===== config.mk =====
export PLATFORM = sky130hd
export DESIGN_NAME = json_string_escaper_utf8_repair_core
export DESIGN_NICKNAME = d
export VERILOG_FILES = /design/src/hw/rtl/jsesc_pkg.sv /design/src/hw/rtl/jsesc_encode.sv /design/src/hw/rtl/jsesc_serial.sv /design/src/hw/rtl/json_string_escaper_utf8_repair_core.sv
export SDC_FILE = /design/constraint.sdc
export NUM_CORES = 1
export LEC_CHECK = 0
export ABC_AREA = 1
export BUFFER_PORTS_ARGS = -buffer_cell sky130_fd_sc_hd__buf_2
export CAP_MARGIN = 20
export CORE_MARGIN = 4
export CORE_UTILIZATION = 29
export CTS_CLUSTER_DIAMETER = 60
export DETAILED_ROUTE_END_ITERATION = 10
export PLACE_DENSITY = 0.54
export RECOVER_POWER = 50
export SYNTH_ARGS = -nofsm -noshare
export SYNTH_HDL_FRONTEND = slang
export SYNTH_SLANG_ARGS = --single-unit

===== constraint.sdc =====
create_clock -name clk -period 11.05 [get_ports clk]
set_clock_uncertainty 0.1 [all_clocks]
set_input_delay 2.21 -clock clk [delete_from_list [all_inputs] [get_ports clk]]
set_output_delay 2.21 -clock clk [all_outputs]
set_load 0.1 [all_outputs]

===== src/hw/rtl/jsesc_pkg.sv =====
// ----------------------------------------------------------------------------
// jsesc_pkg
// Types, codes and constants shared by the JSON string escaper modules.
// ----------------------------------------------------------------------------
`timescale 1ns / 1ps

package jsesc_pkg;

  localparam int MAX_RESULTS = 15;
  localparam int COUNT_W     = 4;

  typedef enum logic [1:0] {
    REQ_OPEN  = 2'd0,
    REQ_BYTE  = 2'd1,
    REQ_CLOSE = 2'd2
  } req_t;

  typedef struct packed {
    logic [COUNT_W-1:0]               count;
    logic [MAX_RESULTS-1:0][7:0]      bytes;
  } res_t;

  localparam logic [7:0] CH_QUOTE = 8'h22;
  localparam logic [7:0] CH_BSL   = 8'h5C;
  localparam logic [7:0] CH_ZERO  = 8'h30;
  localparam logic [7:0] CH_ONE   = 8'h31;
  localparam logic [7:0] CH_U     = 8'h75;
  localparam logic [7:0] CH_N     = 8'h6E;
  localparam logic [7:0] CH_R     = 8'h72;
  localparam logic [7:0] CH_T     = 8'h74;
  localparam logic [7:0] CH_B     = 8'h62;
  localparam logic [7:0] CH_F     = 8'h66;

  localparam logic [7:0] REPL_B0 = 8'hEF;
  localparam logic [7:0] REPL_B1 = 8'hBF;
  localparam logic [7:0] REPL_B2 = 8'hBD;

  // Three replacement characters, first byte in the lowest entry.
  localparam logic [8:0][7:0] REPL_SEQ = {
    REPL_B2, REPL_B1, REPL_B0,
    REPL_B2, REPL_B1, REPL_B0,
    REPL_B2, REPL_B1, REPL_B0
  };

  function automatic logic [7:0] hex_digit(input logic [3:0] nib);
    logic [7:0] d;
    case (nib)
      4'h0: d = 8'h30;
      4'h1: d = 8'h31;
      4'h2: d = 8'h32;
      4'h3: d = 8'h33;
      4'h4: d = 8'h34;
      4'h5: d = 8'h35;
      4'h6: d = 8'h36;
      4'h7: d = 8'h37;
      4'h8: d = 8'h38;
      4'h9: d = 8'h39;
      4'hA: d = 8'h61;
      4'hB: d = 8'h62;
      4'hC: d = 8'h63;
      4'hD: d = 8'h64;
      4'hE: d = 8'h65;
      default: d = 8'h66;
    endcase
    return d;
  endfunction

endpackage


===== src/hw/rtl/jsesc_encode.sv =====
// ----------------------------------------------------------------------------
// jsesc_encode
// UTF-8 hold state and the escape logic that turns one request into the
// full list of output bytes it causes.
// ----------------------------------------------------------------------------
`timescale 1ns / 1ps

module jsesc_encode (
  input  logic              clk,
  input  logic              rst,
  input  logic              take,
  input  jsesc_pkg::req_t   kind,
  input  logic [7:0]        data,
  output jsesc_pkg::res_t   res
);
  import jsesc_pkg::*;

  logic [2:0][7:0] held_bytes;
  logic [2:0][7:0] held_bytes_next;
  logic [1:0]      held_count;
  logic [1:0]      held_count_next;
  logic [1:0]      needed_count;
  logic [1:0]      needed_count_next;

  logic            hold_active;
  logic            cont_ok;
  logic [7:0]      lead;

  logic [15:0][7:0] seg_a;
  logic [3:0]       cnt_a;
  logic [15:0][7:0] seg_b;
  logic [2:0]       cnt_b;
  logic [3:0]       rel;

  assign lead        = held_bytes[0];
  assign hold_active = (held_count != 2'd0) && (needed_count != 2'd0);

  always_comb begin
    cont_ok = (data[7:6] == 2'b10);
    if (held_count == 2'd1) begin
      if ((lead == 8'hE0 && data < 8'hA0) || (lead == 8'hED && data > 8'h9F) ||
          (lead == 8'hF0 && data < 8'h90) || (lead == 8'hF4 && data > 8'h8F)) begin
        cont_ok = 1'b0;
      end
    end
  end

  always_comb begin
    logic fresh;
    logic flush;
    fresh             = 1'b0;
    flush             = 1'b0;
    seg_a             = '0;
    cnt_a             = '0;
    seg_b             = '0;
    cnt_b             = '0;
    held_bytes_next   = held_bytes;
    held_count_next   = held_count;
    needed_count_next = needed_count;

    case (kind)
      REQ_OPEN: begin
        held_count_next   = 2'd0;
        needed_count_next = 2'd0;
        seg_b[0]          = CH_QUOTE;
        cnt_b             = 3'd1;
      end
      REQ_BYTE: begin
        if (hold_active && cont_ok) begin
          if (needed_count == 2'd1) begin
            for (int i = 0; i < 3; i++) begin
              seg_a[i] = (2'(i) < held_count) ? held_bytes[i] : data;
            end
            seg_a[3]          = data;
            cnt_a             = {2'b00, held_count} + 4'd1;
            held_count_next   = 2'd0;
            needed_count_next = 2'd0;
          end else if (held_count != 2'd3) begin
            held_bytes_next[held_count] = data;
            held_count_next             = held_count + 2'd1;
            needed_count_next           = needed_count - 2'd1;
          end
        end else begin
          flush = hold_active;
          fresh = 1'b1;
        end
      end
      REQ_CLOSE: begin
        flush             = 1'b1;
        held_count_next   = 2'd0;
        needed_count_next = 2'd0;
        seg_b[0]          = CH_QUOTE;
        cnt_b             = 3'd1;
      end
      default: begin
      end
    endcase

    if (flush) begin
      for (int i = 0; i < 9; i++) begin
        seg_a[i] = REPL_SEQ[i];
      end
      cnt_a = {2'b00, held_count} + {1'b0, held_count, 1'b0};
    end

    if (fresh) begin
      held_count_next   = 2'd0;
      needed_count_next = 2'd0;
      if (data == CH_QUOTE || data == CH_BSL) begin
        seg_b[0] = CH_BSL;
        seg_b[1] = data;
        cnt_b    = 3'd2;
      end else if (data < 8'h20) begin
        seg_b[0] = CH_BSL;
        cnt_b    = 3'd2;
        case (data)
          8'h0A: seg_b[1] = CH_N;
          8'h0D: seg_b[1] = CH_R;
          8'h09: seg_b[1] = CH_T;
          8'h08: seg_b[1] = CH_B;
          8'h0C: seg_b[1] = CH_F;
          default: begin
            seg_b[1] = CH_U;
            seg_b[2] = CH_ZERO;
            seg_b[3] = CH_ZERO;
            seg_b[4] = data[4] ? CH_ONE : CH_ZERO;
            seg_b[5] = hex_digit(data[3:0]);
            cnt_b    = 3'd6;
          end
        endcase
      end else if (data < 8'h80) begin
        seg_b[0] = data;
        cnt_b    = 3'd1;
      end else if (data >= 8'hC2 && data <= 8'hDF) begin
        held_bytes_next[0] = data;
        held_count_next    = 2'd1;
        needed_count_next  = 2'd1;
      end else if (data >= 8'hE0 && data <= 8'hEF) begin
        held_bytes_next[0] = data;
        held_count_next    = 2'd1;
        needed_count_next  = 2'd2;
      end else if (data >= 8'hF0 && data <= 8'hF4) begin
        held_bytes_next[0] = data;
        held_count_next    = 2'd1;
        needed_count_next  = 2'd3;
      end else begin
        seg_b[0] = REPL_B0;
        seg_b[1] = REPL_B1;
        seg_b[2] = REPL_B2;
        cnt_b    = 3'd3;
      end
    end
  end

  always_comb begin
    res.count = cnt_a + {1'b0, cnt_b};
    for (int i = 0; i < MAX_RESULTS; i++) begin
      rel          = 4'(i) - cnt_a;
      res.bytes[i] = (4'(i) < cnt_a) ? seg_a[i] : seg_b[rel];
    end
  end

  always_ff @(posedge clk) begin
    if (rst) begin
      held_count   <= 2'd0;
      needed_count <= 2'd0;
    end else if (take) begin
      held_count   <= held_count_next;
      needed_count <= needed_count_next;
    end
  end

  always_ff @(posedge clk) begin
    if (take) begin
      held_bytes <= held_bytes_next;
    end
  end

endmodule


===== src/hw/rtl/jsesc_serial.sv =====
// ----------------------------------------------------------------------------
// jsesc_serial
// Result register that holds the bytes of one request and sends them out
// one beat per cycle while m_tready is high.
// ----------------------------------------------------------------------------
`timescale 1ns / 1ps

module jsesc_serial (
  input  logic            clk,
  input  logic            rst,
  input  logic            load,
  input  jsesc_pkg::res_t res,
  output logic            can_load,
  output logic            m_tvalid,
  input  logic            m_tready,
  output logic [7:0]      m_tdata,    // out_byte[7:0]
  output logic            m_tlast
);
  import jsesc_pkg::*;

  logic [MAX_RESULTS-1:0][7:0] bytes;
  logic [COUNT_W-1:0]          count;
  logic [COUNT_W-1:0]          idx;
  logic                        busy;
  logic                        is_last;
  logic                        send;

  assign is_last  = (idx == count - 4'd1);
  assign send     = busy && m_tready;
  assign can_load = !busy || (send && is_last);
  assign m_tvalid = busy;
  assign m_tdata  = bytes[idx];
  assign m_tlast  = is_last;

  always_ff @(posedge clk) begin
    if (rst) begin
      busy <= 1'b0;
      idx  <= '0;
    end else if (load) begin
      busy <= (res.count != '0);
      idx  <= '0;
    end else if (send) begin
      if (is_last) begin
        busy <= 1'b0;
      end else begin
        idx <= idx + 4'd1;
      end
    end
  end

  always_ff @(posedge clk) begin
    if (load) begin
      bytes <= res.bytes;
      count <= res.count;
    end
  end

endmodule


===== src/hw/rtl/json_string_escaper_utf8_repair_core.sv =====
// ----------------------------------------------------------------------------
// json_string_escaper_utf8_repair_core
// JSON string escaper with UTF-8 validation and repair.
// ----------------------------------------------------------------------------
// A request (open, string byte or close, kind on s_tuser) is taken and
// expanded at once into all of its output bytes, which a result register
// then sends out one beat per cycle while m_tready is high, with m_tlast on
// the final beat. A request yields between 1 and 15 output bytes, or none
// when its byte is held, which leaves the register free for the next request;
// otherwise the next request is taken in the same cycle as the last beat of
// the previous one, so plain ASCII flows at one byte per cycle while m_tready
// is high. Throughput is set by the one-byte output port.
`timescale 1ns / 1ps

module json_string_escaper_utf8_repair_core (
  input  logic       clk,
  input  logic       rst,
  input  logic       s_tvalid,
  output logic       s_tready,
  input  logic [7:0] s_tdata,     // data_byte[7:0]
  input  logic [1:0] s_tuser,     // req_type[1:0]
  output logic       m_tvalid,
  input  logic       m_tready,
  output logic [7:0] m_tdata,     // out_byte[7:0]
  output logic       m_tlast      // last_of_run
);
  import jsesc_pkg::*;

  logic  take;
  logic  can_load;
  req_t  kind;
  res_t  res;

  assign kind     = req_t'(s_tuser);
  assign s_tready = can_load;
  assign take     = s_tvalid && can_load;

  jsesc_encode u_encode (
    .clk  (clk),
    .rst  (rst),
    .take (take),
    .kind (kind),
    .data (s_tdata),
    .res  (res)
  );

  jsesc_serial u_serial (
    .clk      (clk),
    .rst      (rst),
    .load     (take),
    .res      (res),
    .can_load (can_load),
    .m_tvalid (m_tvalid),
    .m_tready (m_tready),
    .m_tdata  (m_tdata),
    .m_tlast  (m_tlast)
  );

  a_ready_when_empty: assert property (@(posedge clk) disable iff (rst)
    !m_tvalid |-> s_tready)
    else $error("input stalled with no result pending");

  a_result_follows: assert property (@(posedge clk) disable iff (rst)
    take && res.count != '0 |=> m_tvalid)
    else $error("result bytes lost after a request");

  a_run_continues: assert property (@(posedge clk) disable iff (rst)
    m_tvalid && m_tready && !m_tlast |=> m_tvalid)
    else $error("run ended before its last beat");

  a_no_take_mid_run: assert property (@(posedge clk) disable iff (rst)
    m_tvalid && !(m_tready && m_tlast) |-> !s_tready)
    else $error("request taken while a run is still pending");

endmodule


Yosys cells after proc, flatten, opt, wreduce, memory -nomap -nowiden
Memories as Yosys holds them, arrays and structs flattened.
Cells that the tools add are included.
{ "word_totals": {"wordCells": 269, "inputBits": 14, "mem_count": 1, "mem_bits_ro": 96, "regBits": 157, "out_inout_bits": 11} }
{ "memory_table": {"columns": ["name", "depth", "word_bits", "read_ports", "rd_ports_with_merged_regs", "wr", "line_no", "source"], "rows": [
  ["(name not given)", 16, 6, 1, 0, 0, "jsesc_pkg.sv:47", "case (nib)"]
]} }
{ "op_classes": {"order_cmp": 48, "add_sub_neg": 22, "bitwise_logic": 2, "n_reduce_logical": 33, "eq_ne": 20, "mux": 120} }
{ "ops": {"columns": ["op", "count"], "rows": [
  ["8-bit binary-select mux with 4-bit select", 16],
  ["8-bit two-way mux", 41],
  ["32-bit two-way mux", 5],
  ["24-bit two-way mux", 5],
  ["4-bit by 5-bit less-than comparator with 1-bit output, second input constant", 16],
  ["72-bit two-way mux", 1],
  ["48-bit two-way mux", 1],
  ["2-bit two-way mux", 21],
  ["8-bit by 4-bit equality test with 1-bit output, second input constant", 5],
  ["8-bit equality test, second input constant", 4],
  ["16-bit two-way mux", 2],
  ["4-bit less-than comparator, first input constant", 7],
  ["4-bit subtractor, first input constant", 7],
  ["5-bit one-hot mux with 5 select lines", 1],
  ["24-bit bitwise mux", 1],
  ["8-bit greater-or-equal comparator, second input constant", 3],
  ["8-bit less-or-equal comparator, second input constant", 3],
  ["8-bit less-than comparator, second input constant", 3],
  ["3-bit two-way mux", 6],
  ["8-bit demux with 2-bit select", 1],
  ["8-bit > comparator, second input constant", 2],
  ["3-bit by 4-bit less-than comparator with 1-bit output, first input constant", 4],
  ["4-bit two-way mux", 4],
  ["3-bit by 4-bit subtractor with 4-bit output, first input constant", 4],
  ["41 further kinds", 82]
]} }

Logic depth before layout (Yosys ltp)
Gate-level depths: netlist of the first run.
{ "logic_depth": {"word_depth": 17, "ltp_mapped": 25, "depth_no_buf": 22} }

Modules after synthesis
From an unflattened synthesis of the first run, not the netlist that was laid out.
{ "hier_totals": {"cells_unflattened": 1397, "area_unflattened_um2": 10775.3} }
{ "modules_own_cells": {"columns": ["mod", "seq_area_each_um2", "cells_per_inst", "area_each_um2", "instances"], "rows": [
  ["jsesc_encode", 800.8, 982, 5582.9, 1],
  ["jsesc_serial", 3823.7, 413, 5185.0, 1],
  ["json_string_escaper_utf8_repair_core", 0.0, 2, 7.5, 1]
]} }

Worst setup path before layout of the first run
No wires, ideal clock.
{ "synth_timing": {"kind": "input to register", "startpoint": "in m_tready", "endpoint": "reg u_encode.held_bytes[10] in the netlist's numbering (enable)", "cell_stages": 6, "required_time_ns": 10.577, "slack_ns": 4.072, "setup_ns": 0.373, "t_arrival_ns": 6.505, "n_path_buf": 0, "cell_sequence": "nand2_1 > nand2_1 > nand2_1 > inv_1 > nand2_1 > nor2_1"} }
{ "synth_between": {"elab_chain_len": 5} }
{ "synth_rtl": {"columns": ["item", "line_no", "source"], "rows": [
  ["start, declared", "json_string_escaper_utf8_repair_core.sv:23", "input logic m_tready,"],
  ["1-bit logical AND", "jsesc_serial.sv:29", "assign send = busy && m_tready;"],
  ["1-bit logical AND", "jsesc_serial.sv:30", "assign can_load = !busy || (send && is_last);"],
  ["1-bit logical OR", "jsesc_serial.sv:30", null],
  ["net s_tready", "json_string_escaper_utf8_repair_core.sv:19", "output logic s_tready,"],
  ["1-bit logical AND", "json_string_escaper_utf8_repair_core.sv:36", "assign take = s_tvalid && can_load;"],
  ["net take", "json_string_escaper_utf8_repair_core.sv:29", "logic take;"],
  ["5-bit AND reduction (no source line)", null, null],
  ["end signal, assigned", "jsesc_encode.sv:175", "held_bytes <= held_bytes_next;"],
  ["end, declared", "jsesc_encode.sv:18", "logic [2:0][7:0] held_bytes;"]
]} }
The timed path passes the listed nets, and every way through them passes these cells.
A chain may end at the register's enable or synchronous reset.

Worst setup path after layout of the first run
{ "layout_timing": {"startpoint": "in m_tready", "endpoint": "reg u_serial.bytes[118] in the netlist's numbering (enable)"} }
{ "layout_between": {"elab_chain_len": 4} }
{ "layout_rtl": {"columns": ["item", "line_no", "source"], "rows": [
  ["1-bit logical AND", "jsesc_serial.sv:29", null],
  ["1-bit logical AND", "jsesc_serial.sv:30", null],
  ["1-bit logical OR", "jsesc_serial.sv:30", null],
  ["1-bit logical AND", "json_string_escaper_utf8_repair_core.sv:36", null],
  ["net take", "json_string_escaper_utf8_repair_core.sv:29", null],
  ["end signal, assigned", "jsesc_serial.sv:53", "bytes <= res.bytes;"],
  ["end, declared", "jsesc_serial.sv:21", "logic [MAX_RESULTS-1:0][7:0] bytes;"]
]} }
The timed path passes the listed nets, and every way through them passes these cells.

==> results.py, run 1 <==
metrics = {
    "pwr": {
        "p_clk_share_pct": 35.1,
        "peakVddDrop_uv": 111.6,
        "p_sw_share_pct": 33.05,
        "comb_power_share_pct": 21.2,
        "net-switching-power_uw": 555.9,
        "power.share.sequential_pct": 43.8,
        "static-leakage-power_uw": 0.004781,
        "internal_power_uw": 1126,
        "power-per-cell-area_mw_per_mm2": 148.8,
    },
    "global_routing": {
        "overflow": 0,
        "global_route_wire_length_before_repair_mm": 60.11,
        "antenna_found_initial": 2,
        "grt_start_max_net_pins": 77,
        "groute.usage.overall_pct": 20.99,
        "via_count_of_the_first_global_routing_pass": 8901,
    },
    "synthesis": {
        "synth_top_cell_area_share_pct": 43.20,
        "number_of_flip_flops_and_latches_in_the_synthesized_netlist": 157,
        "synth-warning-count": 0,
        "synth_enable_flop_cells": 148,
        "synth_fp_nets": 1363,
        "postSynthCellCount": 1316,
        "avgSynthCellArea_um2": 7.817,
        "synth.yosys.seq_area_share_pct": 44.95,
        "synth_area_mm2": 0.01029,
        "synth_most_common_cell": "nand2_1",
        "synth_commonest_cells": "nand2_1 (401), nand3_1 (152), edfxtp_1 (148), nor2_1 (123), o21ai_0 (108)",
        "ys_flop_type": "edfxtp_1",
        "synth.top_cells.by_area": "edfxtp_1 (43%), nand2_1 (15%), nand3_1 (7.4%)",
        "post_synth_num_cell_types": 44,
        "yosys.area.top_type": "edfxtp_1",
        "synth-async-reset-ratio_pct": 0,
    },
    "drt": {
        "wire_per_inst_um": 23.07,
        "avgViaCountPerCell": 5.337,
        "wl_mm": 40.97,
        "final_ant_viol_nets": 0,
        "dr.pass1.iters": 6,
        "first_drt_iteration_drcs": 1127,
        "drc": 0,
        "num_vias": 9479,
    },
    "final_layout": {
        "layout.nets": 1355,
        "fraction_of_layout_cells_with_a_size_suffix_above_1_pct": 7.343,
        "insertedDiodeCount": 0,
        "multi_input_comb_area_mm2": 0.005020,
        "nFillCells": 3704,
        "seqCellArea_mm2": 0.004624,
        "flow.area_growth_from_synthesis_pct": 9.876,
    },
    "cts": {
        "post_cts.resized_instances": 0,
        "cts_buffers": 17,
        "clk_pin_slew_worst_paths_ns": 0.06,
        "clock_tree.htree_level_count": 4,
        "clock_tree.buffer_depth": 2,
        "cts.root.buffer_cell": "clkbuf_16",
        "clock_tree_from_tritoncts": "done",
        "postCtsHoldBufs": 0,
        "post-cts-setup-buffers": 0,
        "worstSkewPairLatency_ns": 0.45,
        "tritoncts_num_sinks": 157,
    },
    "timing": {
        "max_slew_headroom_pct": -176.5,
        "fin_ws_ns": 3.488,
        "setup_viols_final": 0,
        "rsz0062_at_grt": "no",
        "fin_tns_setup_ns": 0,
        "slew_violations": 136,
        "final_layout_worst_hold_slack_ns": 0.3957,
        "post-route-min-period_ns": 7.562,
        "period_share_pct": 68.44,
        "slew_worst_pin_ns": 4.147,
        "hold_violations": 0,
        "maxClockFrequency_mhz": 132.2,
    },
    "setup_path": {
        "worst_setup_path_category": "in2reg",
        "crit_path_end_kind": "flip-flop",
        "timing.critical_path.from_type": "input port",
        "worst_ep_required_time_ns": 10.91,
        "timing.critical_path.fanout_max": 76,
        "critical_path_arrival_ns": 7.42,
    },
    "min_path": {
        "hold_path_class": "reg2reg",
    },
    "placed_design": {
        "finalWeightedCongestion": 0.9683,
        "place.detailed.hpwl_mm": 31.00,
        "port-buffer-count": 24,
        "place_worst_setup_slack_ns": 4.147,
    },
    "floorplan": {
        "floorplan.die.width_um": 196.3,
        "fp-row-count": 68,
        "die_h_um": 196.3,
        "starting_density_of_the_core_pct": 29.56,
        "top_level_ports": 25,
        "floorplan.die_area_mm2": 0.03855,
        "coreArea_mm2": 0.03480,
    },
    "run_status": {
        "run_status": "finished with violations",
        "violations_in_the_final_reports": "capacitance limit, slew limit",
    },
    "run": {
        "maxCapViolCount": 2,
    },
}
==> worst max-delay path: stages <==
cell and delay [ns]:
clkbuf_1 0.09, nand2_1 0.06, nand2_1 0.11, nand2_1 0.18, clkinvlp_2 1.68, clkbuf_1 3.02
==> power groups by stage <==
stage	logic [µW]	clock network, µW	registers (µW)
after floorplan	239	0	743
after global placement	353	0	743
after detailed placement	354	0	744
after CTS	354	595	732
after global routing	387	624	740
final	356	590	736
==> layout by cell type, fill, tap and decap left out, drive strengths merged, types with 14 or more instances in the layout <==
cell type and count:
buf 22, nand4 14, ha 32, nand2 417, clkbuf 32, o211ai 18
nor2 136, nand3 155, a21oi 47, o21ai 122, edfxtp 148, inv 94
==> cells by family (layout without fill, tap and decap cells) <==
| family | after synthesis | count (layout) | share of synthesized area [%] |
|---|---|---|---|
| buf+inv | 152 | 157 | 6.203 |
| flops | 157 | 157 | 44.95 |
| xor+xnor | 9 | 9 | 0.8393 |
| simple gates | 733 | 733 | 30.60 |
| compound gates | 232 | 232 | 13.32 |
| fa+ha+maj | 33 | 33 | 4.087 |
==> flip-flops by register name, summed over array words and instances, names as in the netlist <==
signal and count:
u_encode.held_count 2, u_serial.idx 4, u_serial.m_tvalid 1, u_serial.bytes 120
u_serial.count 4, u_encode.lead 8, u_encode.needed_count 2, u_encode.held_bytes 16
==> cell type report <==
cell class | instances | area share (%)
multi-input cells | 1007 | 44.41
well taps | 455 | 5.037
repair buffers | 33 | 1.516
inverters | 92 | 3.066
clock buffers | 21 | 3.896
clock inverters | 11 | 1.162
flip-flops and latches | 157 | 40.91
==> layer usage <==
| metal | up-vias | wire (µm) | global-route usage, % |
|---|---|---|---|
| li1 | 4496 | - | - |
| met1 | 4492 | 18810 | 30.22 |
| met2 | 430 | 18220 | 32.46 |
| met3 | 57 | 2873 | 3.863 |
| met4 | 4 | 1033 | 5.948 |
| met5 | - | 30 | 0 |
==> stage by stage <==
stage               power (µW)  area, µm²  cells  utilization, %
finish                    1682      11300   1776           32.48
global route              1751      11300   1776           32.48
floorplan                981.9      10290   1316               -
CTS                       1682      11330   1776           32.55
detailed placement        1098      10760   1744           30.91
global placement          1097      10760   1744           30.91
==> final timing paths <==
kind	depth (start not counted)	slack, ns	from	endpoint
setup / recovery	6	3.49	m_tready	u_serial.bytes[118]
hold / removal	2	0.40	u_encode.needed_count[1]	u_encode.needed_count[1]
setup reg to reg	9	3.98	u_serial.idx[3]	u_serial.bytes[118]
hold reg to reg	2	0.40	u_encode.needed_count[1]	u_encode.needed_count[1]
Power figures use the tool's default switching activity.
==> run 2, diff against run 1 <==
- PLACE_DENSITY: 0.54 -> 0.56
- clock period: 11.05 -> 6.4 ns (I/O delays scaled with it)
==> run 2 against run 1 <==
Net effect:
- the run still ends with capacitance limit, slew limit left
- sequential power is 73% higher
- largest power group unchanged
- highest routed layer unchanged
- global-route usage is 0.25 points lower
- cell count is 0.28% higher
- first-iteration DRC count is 16% higher
- utilization is 0.11 points higher
- final area is 0.34% higher
- wire length is 1.8% lower
- critical endpoint is now m_tdata[3]
- critical path depth is 2 higher
- combinational power is 69% higher
- clock power is 76% higher
- largest cell class unchanged
==> results.py, run 2 (same netlist as run 1, synthesis figures left out) <==
metrics = {
    "floorplan": {
        "floorplan.die_area_mm2": 0.03855,
        "floorplan.die.width_um": 196.3,
        "die_h_um": 196.3,
        "top_level_ports": 25,
        "fp-row-count": 68,
        "coreArea_mm2": 0.03480,
        "starting_density_of_the_core_pct": 29.56,
    },
    "drt": {
        "wl_mm": 40.23,
        "wire_per_inst_um": 22.59,
        "final_ant_viol_nets": 0,
        "num_vias": 9617,
        "drc": 0,
        "avgViaCountPerCell": 5.400,
        "dr.pass1.iters": 6,
        "first_drt_iteration_drcs": 1312,
    },
    "run": {
        "maxCapViolCount": 1,
    },
    "final_layout": {
        "fraction_of_layout_cells_with_a_size_suffix_above_1_pct": 7.768,
        "most-common-layout-cells": "nand2_1 (402), nand3_1 (153), edfxtp_1 (148)",
        "layout_commonest_cell": "nand2_1",
        "layout.nets": 1360,
        "largest_register_ffs": 120,
        "flow.area_growth_from_synthesis_pct": 10.25,
        "top_register": "u_serial.bytes",
        "insertedDiodeCount": 0,
        "nFillCells": 3684,
    },
    "min_path": {
        "hold_path_class": "reg2reg",
    },
    "placed_design": {
        "finalWeightedCongestion": 0.9688,
        "port-buffer-count": 24,
        "place_worst_setup_slack_ns": 1.358,
        "place.detailed.hpwl_mm": 30.37,
    },
    "timing": {
        "rsz0062_at_grt": "no",
        "period_share_pct": 81.57,
        "hold_violations": 0,
        "slew_violations": 38,
        "max_slew_headroom_pct": -36.10,
        "fin_ws_ns": 1.180,
        "setup_viols_final": 0,
        "slew_worst_pin_ns": 2.030,
        "post-route-min-period_ns": 5.220,
        "maxClockFrequency_mhz": 191.6,
        "fin_tns_setup_ns": 0,
    },
    "pwr": {
        "power-per-cell-area_mw_per_mm2": 256.8,
        "p_clk_share_pct": 35.8,
        "net-switching-power_uw": 970.0,
        "comb_power_share_pct": 20.7,
        "power.share.sequential_pct": 43.5,
        "internal_power_uw": 1943,
        "peakVddDrop_uv": 185.2,
        "p_sw_share_pct": 33.30,
        "static-leakage-power_uw": 0.004818,
    },
    "cts": {
        "post_cts.resized_instances": 0,
        "clock_tree.buffer_depth": 2,
        "clk_pin_slew_worst_paths_ns": 0.07,
        "post-cts-setup-buffers": 0,
        "postCtsHoldBufs": 0,
        "worstSkewPairLatency_ns": 0.45,
        "cts.root.buffer_cell": "clkbuf_16",
        "clock_tree_from_tritoncts": "done",
        "clock_tree.htree_level_count": 4,
        "cts_buffers": 17,
        "tritoncts_num_sinks": 157,
    },
    "global_routing": {
        "global_route_wire_length_before_repair_mm": 59.91,
        "grt_start_max_net_pins": 58,
        "antenna_found_initial": 1,
        "overflow": 0,
        "groute.usage.overall_pct": 20.74,
        "via_count_of_the_first_global_routing_pass": 9009,
    },
    "run_status": {
        "run_status": "finished with violations",
        "violations_in_the_final_reports": "capacitance limit, slew limit",
    },
    "setup_path": {
        "worst_ep_required_time_ns": 5.02,
        "timing.critical_path.from_type": "flip-flop",
        "worst_setup_path_category": "reg2out",
        "critical_path_arrival_ns": 3.84,
        "crit_path_end_kind": "primary output",
        "timing.critical_path.fanout_max": 31,
    },
}
[run 2: final timing paths]
path                            startpoint  cells after the start                       end  slack, ns
hold / removal    u_encode.needed_count[1]                      2  u_encode.needed_count[1]       0.39
setup / recovery           u_serial.idx[1]                      8                m_tdata[3]       1.18
hold reg to reg   u_encode.needed_count[1]                      2  u_encode.needed_count[1]       0.39
setup reg to reg           u_serial.idx[3]                      9       u_serial.bytes[119]       1.29
[run 2: area by class of cell]
| class | count | area [µm²] | share of cell area, % |
|---|---|---|---|
| clock buffer | 20 | 436.7 | 3.850 |
| clock inverter | 12 | 138.9 | 1.224 |
| inverter | 92 | 346.6 | 3.056 |
| multi-input combinational | 1007 | 5020 | 44.26 |
| timing repair buffer | 38 | 206.4 | 1.820 |
| sequential | 157 | 4624 | 40.77 |
| tap | 455 | 569.3 | 5.019 |
[run 2: stage by stage]
step | cell area, µm² | total power, µW | std cells | hold WS, ns | util (%)
finish | 11340 | 2913 | 1781 | 0.3932 | 32.59
global route | 11340 | 3019 | 1781 | 0.4148 | 32.59
CTS | 11370 | 2911 | 1781 | 0.3961 | 32.68
detailed placement | 10800 | 1881 | 1749 | 0.3874 | 31.02
global placement | 10800 | 1881 | 1749 | 0.3898 | 31.02
floorplan | 10290 | 1693 | 1316 | 0.3726 | -
[run 2: critical path, stage by stage (launching register included)]
cell and delay (ns):
dfxtp_1 0.63, inv_1 0.54, nor2_2 0.68, buf_4 0.38, a221oi_1 0.11, o21ai_0 0.15, o21ai_0 0.11, o21ai_0 0.28
buf_2 0.49
[run 2: power groups by stage]
stage	clock, µW	combinational [µW]	sequential, µW
after floorplan	0	414	1280
after global placement	0	595	1290
after detailed placement	0	594	1290
after CTS	1050	596	1260
after global routing	1090	655	1270
final	1040	602	1270
[run 2: per-layer routing]
metal / track usage [%] / wire length, µm / vias to the layer above
met2: 32.11 / 17970 / 443
met3: 3.299 / 2790 / 51
met1: 30.13 / 18380 / 4605
met5: 0 / 20 / -
li1: - / - / 4516
met4: 5.974 / 1075 / 2
